===== src/garr_pkg.sv =====
// Package of the growable array store: sizes, codes and controller-datapath types.
`default_nettype none
package garr_pkg;

    localparam int DEPTH  = 64;
    localparam int ADDR_W = $clog2(DEPTH);
    localparam int LEN_W  = $clog2(DEPTH + 1);
    localparam int IDX_W  = 8;
    localparam int DATA_W = 32;

    localparam logic [DATA_W-1:0] UNDEF_MARK = 32'h8000_0001;

    typedef enum logic [1:0] {
        KIND_READ   = 2'd0,
        KIND_WRITE  = 2'd1,
        KIND_DELETE = 2'd2,
        KIND_UNUSED = 2'd3
    } t_kind;

    typedef enum logic [1:0] {
        ST_OK    = 2'd0,
        ST_RANGE = 2'd1,
        ST_FULL  = 2'd2
    } t_status;

    typedef enum logic [2:0] {
        S_IDLE,
        S_DISPATCH,
        S_READ_WAIT,
        S_FILL,
        S_SHIFT
    } t_state;

    typedef enum logic [1:0] {
        PTR_HOLD,
        PTR_LEN,
        PTR_IDX,
        PTR_INC
    } t_ptr_op;

    typedef enum logic [1:0] {
        WD_MARK,
        WD_VALUE,
        WD_RDATA
    } t_wdata_sel;

    typedef enum logic {
        WA_PTR,
        WA_IDX
    } t_waddr_sel;

    typedef enum logic [1:0] {
        RA_IDX,
        RA_IDX1,
        RA_PTR2
    } t_raddr_sel;

    typedef enum logic [1:0] {
        LEN_HOLD,
        LEN_GROW,
        LEN_SHRINK
    } t_len_op;

    typedef enum logic [1:0] {
        RV_ZERO,
        RV_MARK,
        RV_RDATA
    } t_rv_sel;

    typedef struct packed {
        logic       load;
        t_ptr_op    ptr_op;
        logic       we;
        t_wdata_sel wdata_sel;
        t_waddr_sel waddr_sel;
        t_raddr_sel raddr_sel;
        t_len_op    len_op;
        logic       emit;
        t_status    res_status;
        t_rv_sel    rv_sel;
    } t_dp_cmd;

    typedef struct packed {
        t_kind kind;
        logic  idx_in_len;
        logic  idx_in_depth;
        logic  idx1_in_len;
        logic  ptr_below_idx;
        logic  ptr2_in_len;
    } t_dp_status;

endpackage
`default_nettype wire


===== src/garr_ctrl.sv =====
// Controller state machine of the growable array store.
`default_nettype none
module garr_ctrl (
    input  wire logic                 i_clk,
    input  wire logic                 i_rst_n,
    input  wire logic                 i_start,
    input  wire garr_pkg::t_dp_status i_stat,
    output garr_pkg::t_dp_cmd         o_cmd,
    output logic                      o_busy
);
    import garr_pkg::*;

    t_state r_state;
    t_state n_state;

    always_ff @(posedge i_clk) begin
        if (!i_rst_n) begin
            r_state <= S_IDLE;
        end else begin
            r_state <= n_state;
        end
    end

    // Next state.
    always_comb begin
        n_state = r_state;
        case (r_state)
            S_IDLE: begin
                if (i_start) begin
                    n_state = S_DISPATCH;
                end
            end
            S_DISPATCH: begin
                case (i_stat.kind)
                    KIND_READ:   n_state = i_stat.idx_in_len ? S_READ_WAIT : S_IDLE;
                    KIND_WRITE:  n_state = i_stat.idx_in_depth ? S_FILL : S_IDLE;
                    KIND_DELETE: n_state = (i_stat.idx_in_len && i_stat.idx1_in_len) ?
                                           S_SHIFT : S_IDLE;
                    default:     n_state = S_IDLE;
                endcase
            end
            S_READ_WAIT: n_state = S_IDLE;
            S_FILL: begin
                if (!i_stat.ptr_below_idx) begin
                    n_state = S_IDLE;
                end
            end
            S_SHIFT: begin
                if (!i_stat.ptr2_in_len) begin
                    n_state = S_IDLE;
                end
            end
            default: n_state = S_IDLE;
        endcase
    end

    // Commands to the datapath.
    always_comb begin
        o_cmd            = '0;
        o_cmd.ptr_op     = PTR_HOLD;
        o_cmd.wdata_sel  = WD_MARK;
        o_cmd.waddr_sel  = WA_PTR;
        o_cmd.raddr_sel  = RA_IDX;
        o_cmd.len_op     = LEN_HOLD;
        o_cmd.res_status = ST_OK;
        o_cmd.rv_sel     = RV_ZERO;
        o_busy           = (r_state != S_IDLE);
        case (r_state)
            S_IDLE: begin
                o_cmd.load = i_start;
            end
            S_DISPATCH: begin
                case (i_stat.kind)
                    KIND_READ: begin
                        if (i_stat.idx_in_len) begin
                            o_cmd.raddr_sel = RA_IDX;
                        end else begin
                            o_cmd.emit       = 1'b1;
                            o_cmd.res_status = ST_RANGE;
                            o_cmd.rv_sel     = RV_MARK;
                        end
                    end
                    KIND_WRITE: begin
                        if (i_stat.idx_in_depth) begin
                            o_cmd.ptr_op = PTR_LEN;
                        end else begin
                            o_cmd.emit       = 1'b1;
                            o_cmd.res_status = ST_FULL;
                        end
                    end
                    KIND_DELETE: begin
                        if (!i_stat.idx_in_len) begin
                            o_cmd.emit       = 1'b1;
                            o_cmd.res_status = ST_RANGE;
                        end else if (i_stat.idx1_in_len) begin
                            o_cmd.ptr_op    = PTR_IDX;
                            o_cmd.raddr_sel = RA_IDX1;
                        end else begin
                            o_cmd.len_op = LEN_SHRINK;
                            o_cmd.emit   = 1'b1;
                        end
                    end
                    default: begin
                        o_cmd.emit = 1'b1;
                    end
                endcase
            end
            S_READ_WAIT: begin
                o_cmd.emit   = 1'b1;
                o_cmd.rv_sel = RV_RDATA;
            end
            S_FILL: begin
                o_cmd.we = 1'b1;
                if (i_stat.ptr_below_idx) begin
                    o_cmd.wdata_sel = WD_MARK;
                    o_cmd.waddr_sel = WA_PTR;
                    o_cmd.ptr_op    = PTR_INC;
                end else begin
                    o_cmd.wdata_sel = WD_VALUE;
                    o_cmd.waddr_sel = WA_IDX;
                    o_cmd.len_op    = LEN_GROW;
                    o_cmd.emit      = 1'b1;
                end
            end
            S_SHIFT: begin
                o_cmd.we        = 1'b1;
                o_cmd.wdata_sel = WD_RDATA;
                o_cmd.waddr_sel = WA_PTR;
                if (i_stat.ptr2_in_len) begin
                    o_cmd.raddr_sel = RA_PTR2;
                    o_cmd.ptr_op    = PTR_INC;
                end else begin
                    o_cmd.len_op = LEN_SHRINK;
                    o_cmd.emit   = 1'b1;
                end
            end
            default: begin
                o_busy = 1'b1;
            end
        endcase
    end

endmodule
`default_nettype wire


===== src/garr_dp.sv =====
// Datapath of the growable array store: element memory, length, walk pointer, result registers.
`default_nettype none
module garr_dp (
    input  wire logic                                i_clk,
    input  wire logic                                i_rst_n,
    input  wire garr_pkg::t_dp_cmd                   i_cmd,
    input  wire logic [1:0]                          i_kind,
    input  wire logic [garr_pkg::IDX_W-1:0]          i_index,
    input  wire logic signed [garr_pkg::DATA_W-1:0]  i_value,
    output garr_pkg::t_dp_status                     o_stat,
    output logic                                     o_valid,
    output logic signed [garr_pkg::DATA_W-1:0]       o_read_value,
    output logic [1:0]                               o_status,
    output logic [garr_pkg::LEN_W-1:0]               o_length
);
    import garr_pkg::*;

    logic [DATA_W-1:0] r_mem [DEPTH];

    t_kind             r_kind;
    logic [IDX_W-1:0]  r_idx;
    logic [DATA_W-1:0] r_value;
    logic [LEN_W-1:0]  r_len;
    logic [LEN_W-1:0]  n_len;
    logic [LEN_W-1:0]  r_ptr;
    logic [LEN_W-1:0]  n_ptr;
    logic [DATA_W-1:0] r_rdata;
    logic              r_valid;
    logic [DATA_W-1:0] r_rv;
    logic [1:0]        r_st;
    logic [LEN_W-1:0]  r_olen;

    logic [IDX_W:0]    idx_plus1;
    logic [LEN_W:0]    ptr_plus2;
    logic [ADDR_W-1:0] waddr;
    logic [ADDR_W-1:0] raddr;
    logic [DATA_W-1:0] wdata;
    logic [DATA_W-1:0] rv_sel;

    assign idx_plus1 = {1'b0, r_idx} + (IDX_W + 1)'(1);
    assign ptr_plus2 = {1'b0, r_ptr} + (LEN_W + 1)'(2);

    assign o_stat.kind          = r_kind;
    assign o_stat.idx_in_len    = 32'(r_idx) < 32'(r_len);
    assign o_stat.idx_in_depth  = 32'(r_idx) < 32'(DEPTH);
    assign o_stat.idx1_in_len   = 32'(idx_plus1) < 32'(r_len);
    assign o_stat.ptr_below_idx = 32'(r_ptr) < 32'(r_idx);
    assign o_stat.ptr2_in_len   = 32'(ptr_plus2) < 32'(r_len);

    always_comb begin
        case (i_cmd.waddr_sel)
            WA_IDX:  waddr = r_idx[ADDR_W-1:0];
            default: waddr = r_ptr[ADDR_W-1:0];
        endcase
        case (i_cmd.raddr_sel)
            RA_IDX1: raddr = idx_plus1[ADDR_W-1:0];
            RA_PTR2: raddr = ptr_plus2[ADDR_W-1:0];
            default: raddr = r_idx[ADDR_W-1:0];
        endcase
        case (i_cmd.wdata_sel)
            WD_VALUE: wdata = r_value;
            WD_RDATA: wdata = r_rdata;
            default:  wdata = UNDEF_MARK;
        endcase
        case (i_cmd.rv_sel)
            RV_MARK:  rv_sel = UNDEF_MARK;
            RV_RDATA: rv_sel = r_rdata;
            default:  rv_sel = '0;
        endcase
        case (i_cmd.len_op)
            LEN_GROW:   n_len = o_stat.idx_in_len ? r_len : LEN_W'(idx_plus1);
            LEN_SHRINK: n_len = r_len - LEN_W'(1);
            default:    n_len = r_len;
        endcase
        case (i_cmd.ptr_op)
            PTR_LEN: n_ptr = r_len;
            PTR_IDX: n_ptr = LEN_W'(r_idx);
            PTR_INC: n_ptr = r_ptr + LEN_W'(1);
            default: n_ptr = r_ptr;
        endcase
    end

    // Element memory: one write port, one registered read port.
    always_ff @(posedge i_clk) begin
        if (i_cmd.we) begin
            r_mem[waddr] <= wdata;
        end
        r_rdata <= r_mem[raddr];
    end

    // Latched transaction fields and result payload.
    always_ff @(posedge i_clk) begin
        if (i_cmd.load) begin
            r_kind  <= t_kind'(i_kind);
            r_idx   <= i_index;
            r_value <= i_value;
        end
        if (i_cmd.emit) begin
            r_rv   <= rv_sel;
            r_st   <= i_cmd.res_status;
            r_olen <= n_len;
        end
    end

    always_ff @(posedge i_clk) begin
        if (!i_rst_n) begin
            r_len   <= '0;
            r_ptr   <= '0;
            r_valid <= 1'b0;
        end else begin
            r_len   <= n_len;
            r_ptr   <= n_ptr;
            r_valid <= i_cmd.emit;
        end
    end

    assign o_valid      = r_valid;
    assign o_read_value = r_rv;
    assign o_status     = r_st;
    assign o_length     = r_olen;

endmodule
`default_nettype wire


===== src/growable_array_with_shift_delete.sv =====
// Top level of the growable array store with shift-down delete.
//
//  Port group    Direction  Handshake              Contents
//  command       in         start / busy           i_kind, i_index, i_value
//  result        out        o_valid (one cycle)    o_read_value, o_status, o_length
//
// A transaction is taken at a rising edge where start is high and busy is low.
// A read goes through a registered memory read to its result, or ends with a range status
// when out of range; a write fills each gap slot between the length and the index with the
// marker, then writes the value, or is dropped when the index is beyond the depth; a delete
// moves each element above the index down, then shrinks the length. One memory entry is walked per cycle.
// Reset is synchronous and clears the length; the result port cannot be stalled.
`default_nettype none
module growable_array_with_shift_delete (
    input  wire logic                                i_clk,
    input  wire logic                                i_rst_n,
    input  wire logic                                start,
    input  wire logic [1:0]                          i_kind,
    input  wire logic [garr_pkg::IDX_W-1:0]          i_index,
    input  wire logic signed [garr_pkg::DATA_W-1:0]  i_value,
    output logic                                     busy,
    output logic                                     o_valid,
    output logic signed [garr_pkg::DATA_W-1:0]       o_read_value,
    output logic [1:0]                               o_status,
    output logic [garr_pkg::LEN_W-1:0]               o_length
);
    import garr_pkg::*;

    // Commands flow from the controller to the datapath, and compare results
    // flow back; the two halves share nothing else but clock and reset.
    t_dp_cmd    dp_cmd;
    t_dp_status dp_stat;

    garr_ctrl u_ctrl (
        .i_clk   (i_clk),
        .i_rst_n (i_rst_n),
        .i_start (start),
        .i_stat  (dp_stat),
        .o_cmd   (dp_cmd),
        .o_busy  (busy)
    );

    garr_dp u_dp (
        .i_clk        (i_clk),
        .i_rst_n      (i_rst_n),
        .i_cmd        (dp_cmd),
        .i_kind       (i_kind),
        .i_index      (i_index),
        .i_value      (i_value),
        .o_stat       (dp_stat),
        .o_valid      (o_valid),
        .o_read_value (o_read_value),
        .o_status     (o_status),
        .o_length     (o_length)
    );

endmodule
`default_nettype wire


===== config.mk =====
export PLATFORM = sky130hd
export DESIGN_NAME = growable_array_with_shift_delete
export DESIGN_NICKNAME = d
export VERILOG_FILES = /design/src/garr_pkg.sv /design/src/garr_ctrl.sv /design/src/garr_dp.sv /design/src/growable_array_with_shift_delete.sv
export SDC_FILE = /design/constraint.sdc
export NUM_CORES = 2
export LEC_CHECK = 0
export BUFFER_PORTS_ARGS = -buffer_cell sky130_fd_sc_hd__buf_2
export CORE_ASPECT_RATIO = 1.25
export CORE_MARGIN = 5
export CORE_UTILIZATION = 45
export CTS_CLUSTER_SIZE = 24
export DETAILED_ROUTE_END_ITERATION = 7
export GPL_ROUTABILITY_DRIVEN = 0
export HOLD_SLACK_MARGIN = 0.1
export PLACE_DENSITY = 0.67
export SYNTH_ARGS = -nofsm -noshare
export SYNTH_HDL_FRONTEND = slang
export SYNTH_SLANG_ARGS = --single-unit

===== constraint.sdc =====
create_clock -name i_clk -period 14.3 [get_ports i_clk]
set_clock_uncertainty 0.2 [all_clocks]
set_input_delay 0.715 -clock i_clk [delete_from_list [all_inputs] [get_ports i_clk]]
set_output_delay 0.715 -clock i_clk [all_outputs]
set_load 0.01 [all_outputs]

=== After elaboration in Yosys (flattened, before gate mapping) ===
Memories as Yosys holds them, arrays and structs flattened. A register that Yosys moved wholly into a read port is not among the register bits.
Cells that the tools add are included.

* Add/sub/neg operators: 4
* Order comparisons: 5
* Equal/unequal tests: 20
* Mux-type cells: 46
* Reductions and logical operators: 7

{| class="wikitable"
|+ Operators with widths
! cell !! count
|-
| 32-bit case mux with 2 select lines || 2
|-
| 2-bit two-way mux || 11
|-
| 3-bit two-way mux || 7
|-
| 7-bit case mux with 3 select lines || 1
|-
| 2-bit case mux with 3 select lines || 3
|-
| 8-bit by 7-bit less-than comparator with 1-bit output || 2
|-
| 2-bit == test, second input constant || 7
|-
| 7-bit case mux with 2 select lines || 1
|-
| 2-bit by 1-bit == test with 1-bit output, second input constant || 6
|-
| 2-bit case mux with 2 select lines || 3
|-
| 3-bit case mux with 4 select lines || 1
|-
| 6-bit case mux with 2 select lines || 1
|-
| 8-bit by 1-bit adder with 9-bit output, second input constant || 1
|-
| 9-bit by 7-bit less-than comparator with 1-bit output || 1
|-
| 3-bit case mux with 3 select lines || 1
|-
| 7-bit by 2-bit adder with 8-bit output, second input constant || 1
|-
| 7-bit by 8-bit less-than comparator with 1-bit output || 1
|-
| 8-bit by 7-bit less-than comparator with 1-bit output, second input constant || 1
|-
| 1-bit two-way mux || 8
|-
| 4-bit case mux with 2 select lines || 1
|-
| 7-bit by 1-bit adder with 7-bit output, second input constant || 1
|-
| 7-bit two-way mux || 1
|-
| 7-bit by 1-bit subtractor with 7-bit output, second input constant || 1
|-
| 3-bit by 2-bit == test with 1-bit output, second input constant || 2
|-
| 14 further kinds || 17
|}

* Register bits after elaboration: 101
* Memory bits (writable): 2048
* Input bits: 45
* Output and inout port bits: 43
* Logic and storage cells: 93
* Memories: 1

{| class="wikitable"
|+ Memory list
! memory !! words !! width !! read ports !! clocked after Yosys merged registers in !! write ports !! line !! source
|-
| u_dp.r_mem || 64 || 32 || 1 || 1 || 1 || garr_dp.sv:18 || <nowiki>logic [DATA_W-1:0] r_mem [DEPTH];</nowiki>
|}

=== Longest topological paths before layout ===
* Depth after elaboration: 8
* Gate-level depth with buffers: 22

=== Modules after synthesis ===
From an unflattened synthesis, not the netlist that was laid out.

* Cells, all modules: 5553
* Area total of the unflattened synthesis: 86098.8 um^2

{| class="wikitable"
|+ By module, submodules not included
! module !! instances !! cells each !! area each (um^2)
|-
| garr_dp || 1 || 5491 || 85630.9
|-
| garr_ctrl || 1 || 62 || 467.9
|}

=== Least setup slack after synthesis ===
OpenSTA, ideal clock, no wires.

* Kind: reg-to-reg
* Start: register u_dp.r_idx[4]
* End: memory u_dp.r_mem[20][0], enable pin
* Arrival time: 4.511 ns
* Data required time: 13.639 ns
* Slack: 9.128 ns
* Stages on the path, launching flop included: 11
* Path buffers: 1
* Period minus slack after synthesis: 5.172 ns
* Cell sequence: edfxtp_1 > inv_1 > ha_1 > a21o_1 > a21o_1 > a21oi_1 > o21ai_1 > clkbuf_1 > a2111oi_0 > a41oi_1 > nor3_1

* Word-level cells in the longest chain between the ends: 4

{| class="wikitable"
|+ RTL lines
! item !! line !! source
|-
| from (decl) || garr_dp.sv:21 || <nowiki>logic [IDX_W-1:0] r_idx;</nowiki>
|-
| from (signal assigned) || garr_dp.sv:95 || <nowiki>r_idx <= i_index;</nowiki>
|-
| 7-bit by 8-bit less-than comparator with 1-bit output || garr_dp.sv:47 || <nowiki>assign o_stat.ptr_below_idx = 32'(r_ptr) < 32'(r_idx);</nowiki>
|-
| 2-bit two-way mux || garr_ctrl.sv:114 || <nowiki>if (i_stat.ptr_below_idx) begin</nowiki>
|-
| 4-bit case mux with 2 select lines || garr_ctrl.sv:68 || <nowiki>case (r_state)</nowiki>
|-
| 6-bit two-way mux (*) || garr_dp.sv:51 || <nowiki>case (i_cmd.waddr_sel)</nowiki>
|-
| to (decl) || garr_dp.sv:18 ||
|}

Every way passes the cells marked *; elsewhere a longest branch is shown, timed or not.

=== Worst setup path in the final report ===
* Start: register u_dp.r_ptr[2]
* End: register u_dp.r_rdata[26], read port of u_dp.r_mem

* Word-level cells in the longest chain between the ends: 6
* Elaborated cells on any way between the ends: 7
* Classes of those cells: add/sub (1); order compare (1); eq/ne (2); mux (3)

{| class="wikitable"
|+ RTL lines
! item !! line !! source
|-
| from (decl) || garr_dp.sv:25 || <nowiki>logic [LEN_W-1:0] r_ptr;</nowiki>
|-
| from (signal assigned) || garr_dp.sv:112 || <nowiki>r_ptr <= n_ptr;</nowiki>
|-
| 7-bit by 2-bit adder with 8-bit output (*) || garr_dp.sv:41 || <nowiki>assign ptr_plus2 = {1'b0, r_ptr} + (LEN_W + 1)'(2);</nowiki>
|-
| 8-bit by 7-bit less-than comparator with 1-bit output || garr_dp.sv:48 || <nowiki>assign o_stat.ptr2_in_len = 32'(ptr_plus2) < 32'(r_len);</nowiki>
|-
| 2-bit two-way mux || garr_ctrl.sv:129 || <nowiki>if (i_stat.ptr2_in_len) begin</nowiki>
|-
| 2-bit case mux with 2 select lines || garr_ctrl.sv:68 ||
|-
| 2-bit == test or 2-bit by 1-bit == test with 1-bit output (tied branches) || garr_dp.sv:55 || <nowiki>case (i_cmd.raddr_sel)</nowiki>
|-
| 6-bit case mux with 2 select lines (*) || garr_dp.sv:55 ||
|-
| to (decl) || garr_dp.sv:27 || <nowiki>logic [DATA_W-1:0] r_rdata;</nowiki>
|}

Marks and branches as above.
A chain may end at the register's enable or synchronous reset.

==> impl_metrics.ini <==
[status]
run_status = complete, no violations

[global_route]
gr-usage-all-layers = 0.223
globalRouteOverflowTotal = 0
first_pass_grt_wire_length_mm = 313
largest_net_degree_at_the_start_of_global_routing = 143
grt_antenna_before_repair = 17
via_count_of_the_first_global_routing_pass = 42300

[pwr]
power_leakage_nw = 24.6
vdd_drop_max_v = 0.000104
power-per-cell-area_nw_per_um2 = 134
post-layout-total-power_mw = 12.7

[layout]
design.final.nets = 4204
final_cell_mix = sky130_fd_sc_hd__edfxtp_1, sky130_fd_sc_hd__mux4_2, sky130_fd_sc_hd__a22oi_1, sky130_fd_sc_hd__clkbuf_16, sky130_fd_sc_hd__nand3_1
post_route_cells_drive_above_1_share = 0.265
layout.filler_cells = 14200
most_common_cell_after_layout_fill_and_taps_aside = sky130_fd_sc_hd__edfxtp_1
area.growth.synth_to_final_pct = 13.1

[detailed_routing]
num_vias = 42500
met2RoutedLength_mm = 107
top_layer_used = met5
routed_via_density = 6.34
routed-wl-met3_mm = 21.9
wire_per_inst_um = 32.7
detail_route.wirelength.met1_mm = 82.6
drtIter0Drc = 5692
drtAntennaViolNets = 0
drt_pre_antenna_iters = 8
detail_route.drc_violations = 0
finalWirelength_mm = 219

[setup_path]
worst-endpoint-arrival_ps = 8180
critPathKind = reg -> reg
timing.critical_path.from_type = flip-flop
timing.critical_path.fanout_max = 99
critPathRequiredTime_ps = 14800
crit_path_end_kind = flip-flop

[clock_network]
ctsLongestPathBuffers = 3
cts.reportedPaths.clkPinSlew_ps = 70
ctsRootBufferMaster = sky130_fd_sc_hd__clkbuf_16
clkLatencyLatePin_ps = 830
clock_buffers_created_by_tritoncts = 188
clock_tree.htree_level_count = 4
post_cts_setup_buffer_count = 0
cts.sinks = 2181
cts_tree = built

[timing]
drv_slew = 0
worst_pin_slew_ps = 1440
report.final.hold_viol_count = 0
rsz0062_at_grt = false
setup-tns-final_ps = 0
slew_headroom = 0.0418
fmax_ghz = 0.130
final_min_period_over_clock_period = 0.537
post-route-min-period_ps = 7680
setup-violations-final = 0

[logic_synthesis]
syn_avg_cell_area_um2 = 21.6
synth_enable_flop_cells = 2131
synth-seq-cells = 2181
post_synth_num_cell_types = 75
ys_async_sr_fraction = 0
mappedNetlistArea_um2 = 84000
synth_seq_area_share = 0.774
mappedNetlistNets = 3971
synth-warning-count = 0
synth-main-ff-cell = sky130_fd_sc_hd__edfxtp_1
syn_inst = 3885

[min_path]
hp-class = in -> reg

[place]
post-dp-hpwl_mm = 117
port_buffers = 87

[floorplanning]
die-width_um = 396
boundaryPins = 88
die_area_um2 = 195000
die_h_um = 493
row_count = 177
floorplan.core_area_um2 = 186000
initial_core_util = 0.452

[run]
max-cap-violations = 0
state kept, by name, indices dropped and copies added, names as in the netlist:
name,count
u_dp.r_mem,2048
u_dp.o_read_value,32
u_dp.r_rdata,32
u_dp.r_value,32
u_dp.r_idx,8
u_dp.o_length,7
u_dp.r_len,7
u_dp.r_ptr,7
u_ctrl.r_state,3
u_dp.o_status,2
u_dp.r_kind,2
u_dp.o_valid,1
report_power, final:
group	switching (mW)	total, mW	internal (mW)
Clock	2.29	5.26	2.96
Combinational	0.281	0.447	0.165
Sequential	0.0427	6.98	6.94
Total	2.62	12.7	10.1
final cells by class:
type                       instances  area, um^2  share of cell area
tap                             2416        3020              0.0318
timing repair buffer             263        1990              0.0210
multi-input combinational       1445       18400               0.194
clock buffer                     234        5020              0.0529
clock inverter                   120        1360              0.0144
antenna                            5        12.5            0.000132
inverter                          39         146             0.00154
sequential                      2181       65000               0.684
final timing paths:
path	end	slack (ps)	startpoint	cells past startpoint
max	u_dp.r_rdata[26]$_DFF_P_	6620	u_dp.r_ptr[2]$_SDFFE_PN0P_	18
min	u_dp.r_value[3]$_DFFE_PP_	410	i_value[3]	2
max reg2reg	u_dp.r_rdata[26]$_DFF_P_	6620	u_dp.r_ptr[2]$_SDFFE_PN0P_	18
min reg2reg	u_dp.o_read_value[8]$_DFFE_PP_	420	u_dp.r_rdata[8]$_DFF_P_	1
timing repair:
action                     in CTS  in global routing
hold endpoints to repair       52                  0
hold buffers                   44                  0
setup endpoints to repair       0                  0
resized for setup               0                  0
kinds of logic (layout without fill, tap and decap cells):
kind of cell,count (synthesis),after routing,share of synthesized area
simple gates,447,447,0.0286
fa+ha+maj,41,41,0.00611
buf+inv,259,656,0.0151
flops,2181,2181,0.774
xor+xnor,16,16,0.00167
mux,524,524,0.137
compound gates,417,417,0.0373
other cells,0,5,0
cell usage after synthesis, drive strengths merged (4+ instances only):
master	count	area (um^2)
ha	41	513
nand4	6	37.5
o211ai	6	45.0
nor3	52	260
nand3	142	721
nand2b	5	31.3
a2111oi	11	96.3
buf	157	882
a21oi	21	105
and2	42	263
a221oi	10	87.6
xnor2	12	105
edfxtp	2131	64000
inv	39	146
nor2	85	353
a32oi	5	43.8
a211oi	7	57.6
o21a	4	30.0
a21o	11	82.6
dfxtp	50	1000
nand2	41	156
o31ai	4	30.0
a41oi	6	52.6
o21ai	17	85.1
mux2i	19	190
and4	32	280
o211a	4	40.0
nor4	8	56.3
xor2	4	35.0
mux4	502	11300
a22oi	282	2120
nor2b	13	81.3
clkbuf	63	236
o2bb2ai	5	43.8
worst max-delay path: stages (launching register included):
cell and delay [ps]:
sky130_fd_sc_hd__dfxtp_1 660, sky130_fd_sc_hd__ha_1 350, sky130_fd_sc_hd__nand3_1 110, sky130_fd_sc_hd__xnor2_1 350, sky130_fd_sc_hd__inv_1 90, sky130_fd_sc_hd__ha_1 300
sky130_fd_sc_hd__a21oi_1 140, sky130_fd_sc_hd__o21ai_0 120, sky130_fd_sc_hd__a211oi_1 500, sky130_fd_sc_hd__inv_1 140, sky130_fd_sc_hd__ha_1 550, sky130_fd_sc_hd__nor2b_1 260
sky130_fd_sc_hd__a31o_4 640, sky130_fd_sc_hd__buf_12 630, sky130_fd_sc_hd__buf_4 870, sky130_fd_sc_hd__mux4_2 600, sky130_fd_sc_hd__a22oi_1 260, sky130_fd_sc_hd__nand3_1 270
sky130_fd_sc_hd__and4_1 330
layer usage:
metal | vias to the layer above | GRT usage
li1 | 17000 | -
met1 | 22600 | 0.306
met2 | 2430 | 0.363
met3 | 411 | 0.0451
met4 | 6 | 0.0687
met5 | - | 0
through the flow:
step	cell area, um^2	hold slack [ps]	setup slack [ps]	std cells	utilization
after floorplan	84000	312	9130	3885	-
after global placement	88100	408	6740	6298	0.474
after detailed placement	88100	418	6630	6298	0.474
after CTS	94900	341	6590	6696	0.511
after global routing	95000	374	5950	6699	0.511
final	95000	409	6620	6703	0.511
Note: power is estimated with default switching activity, not from simulation.
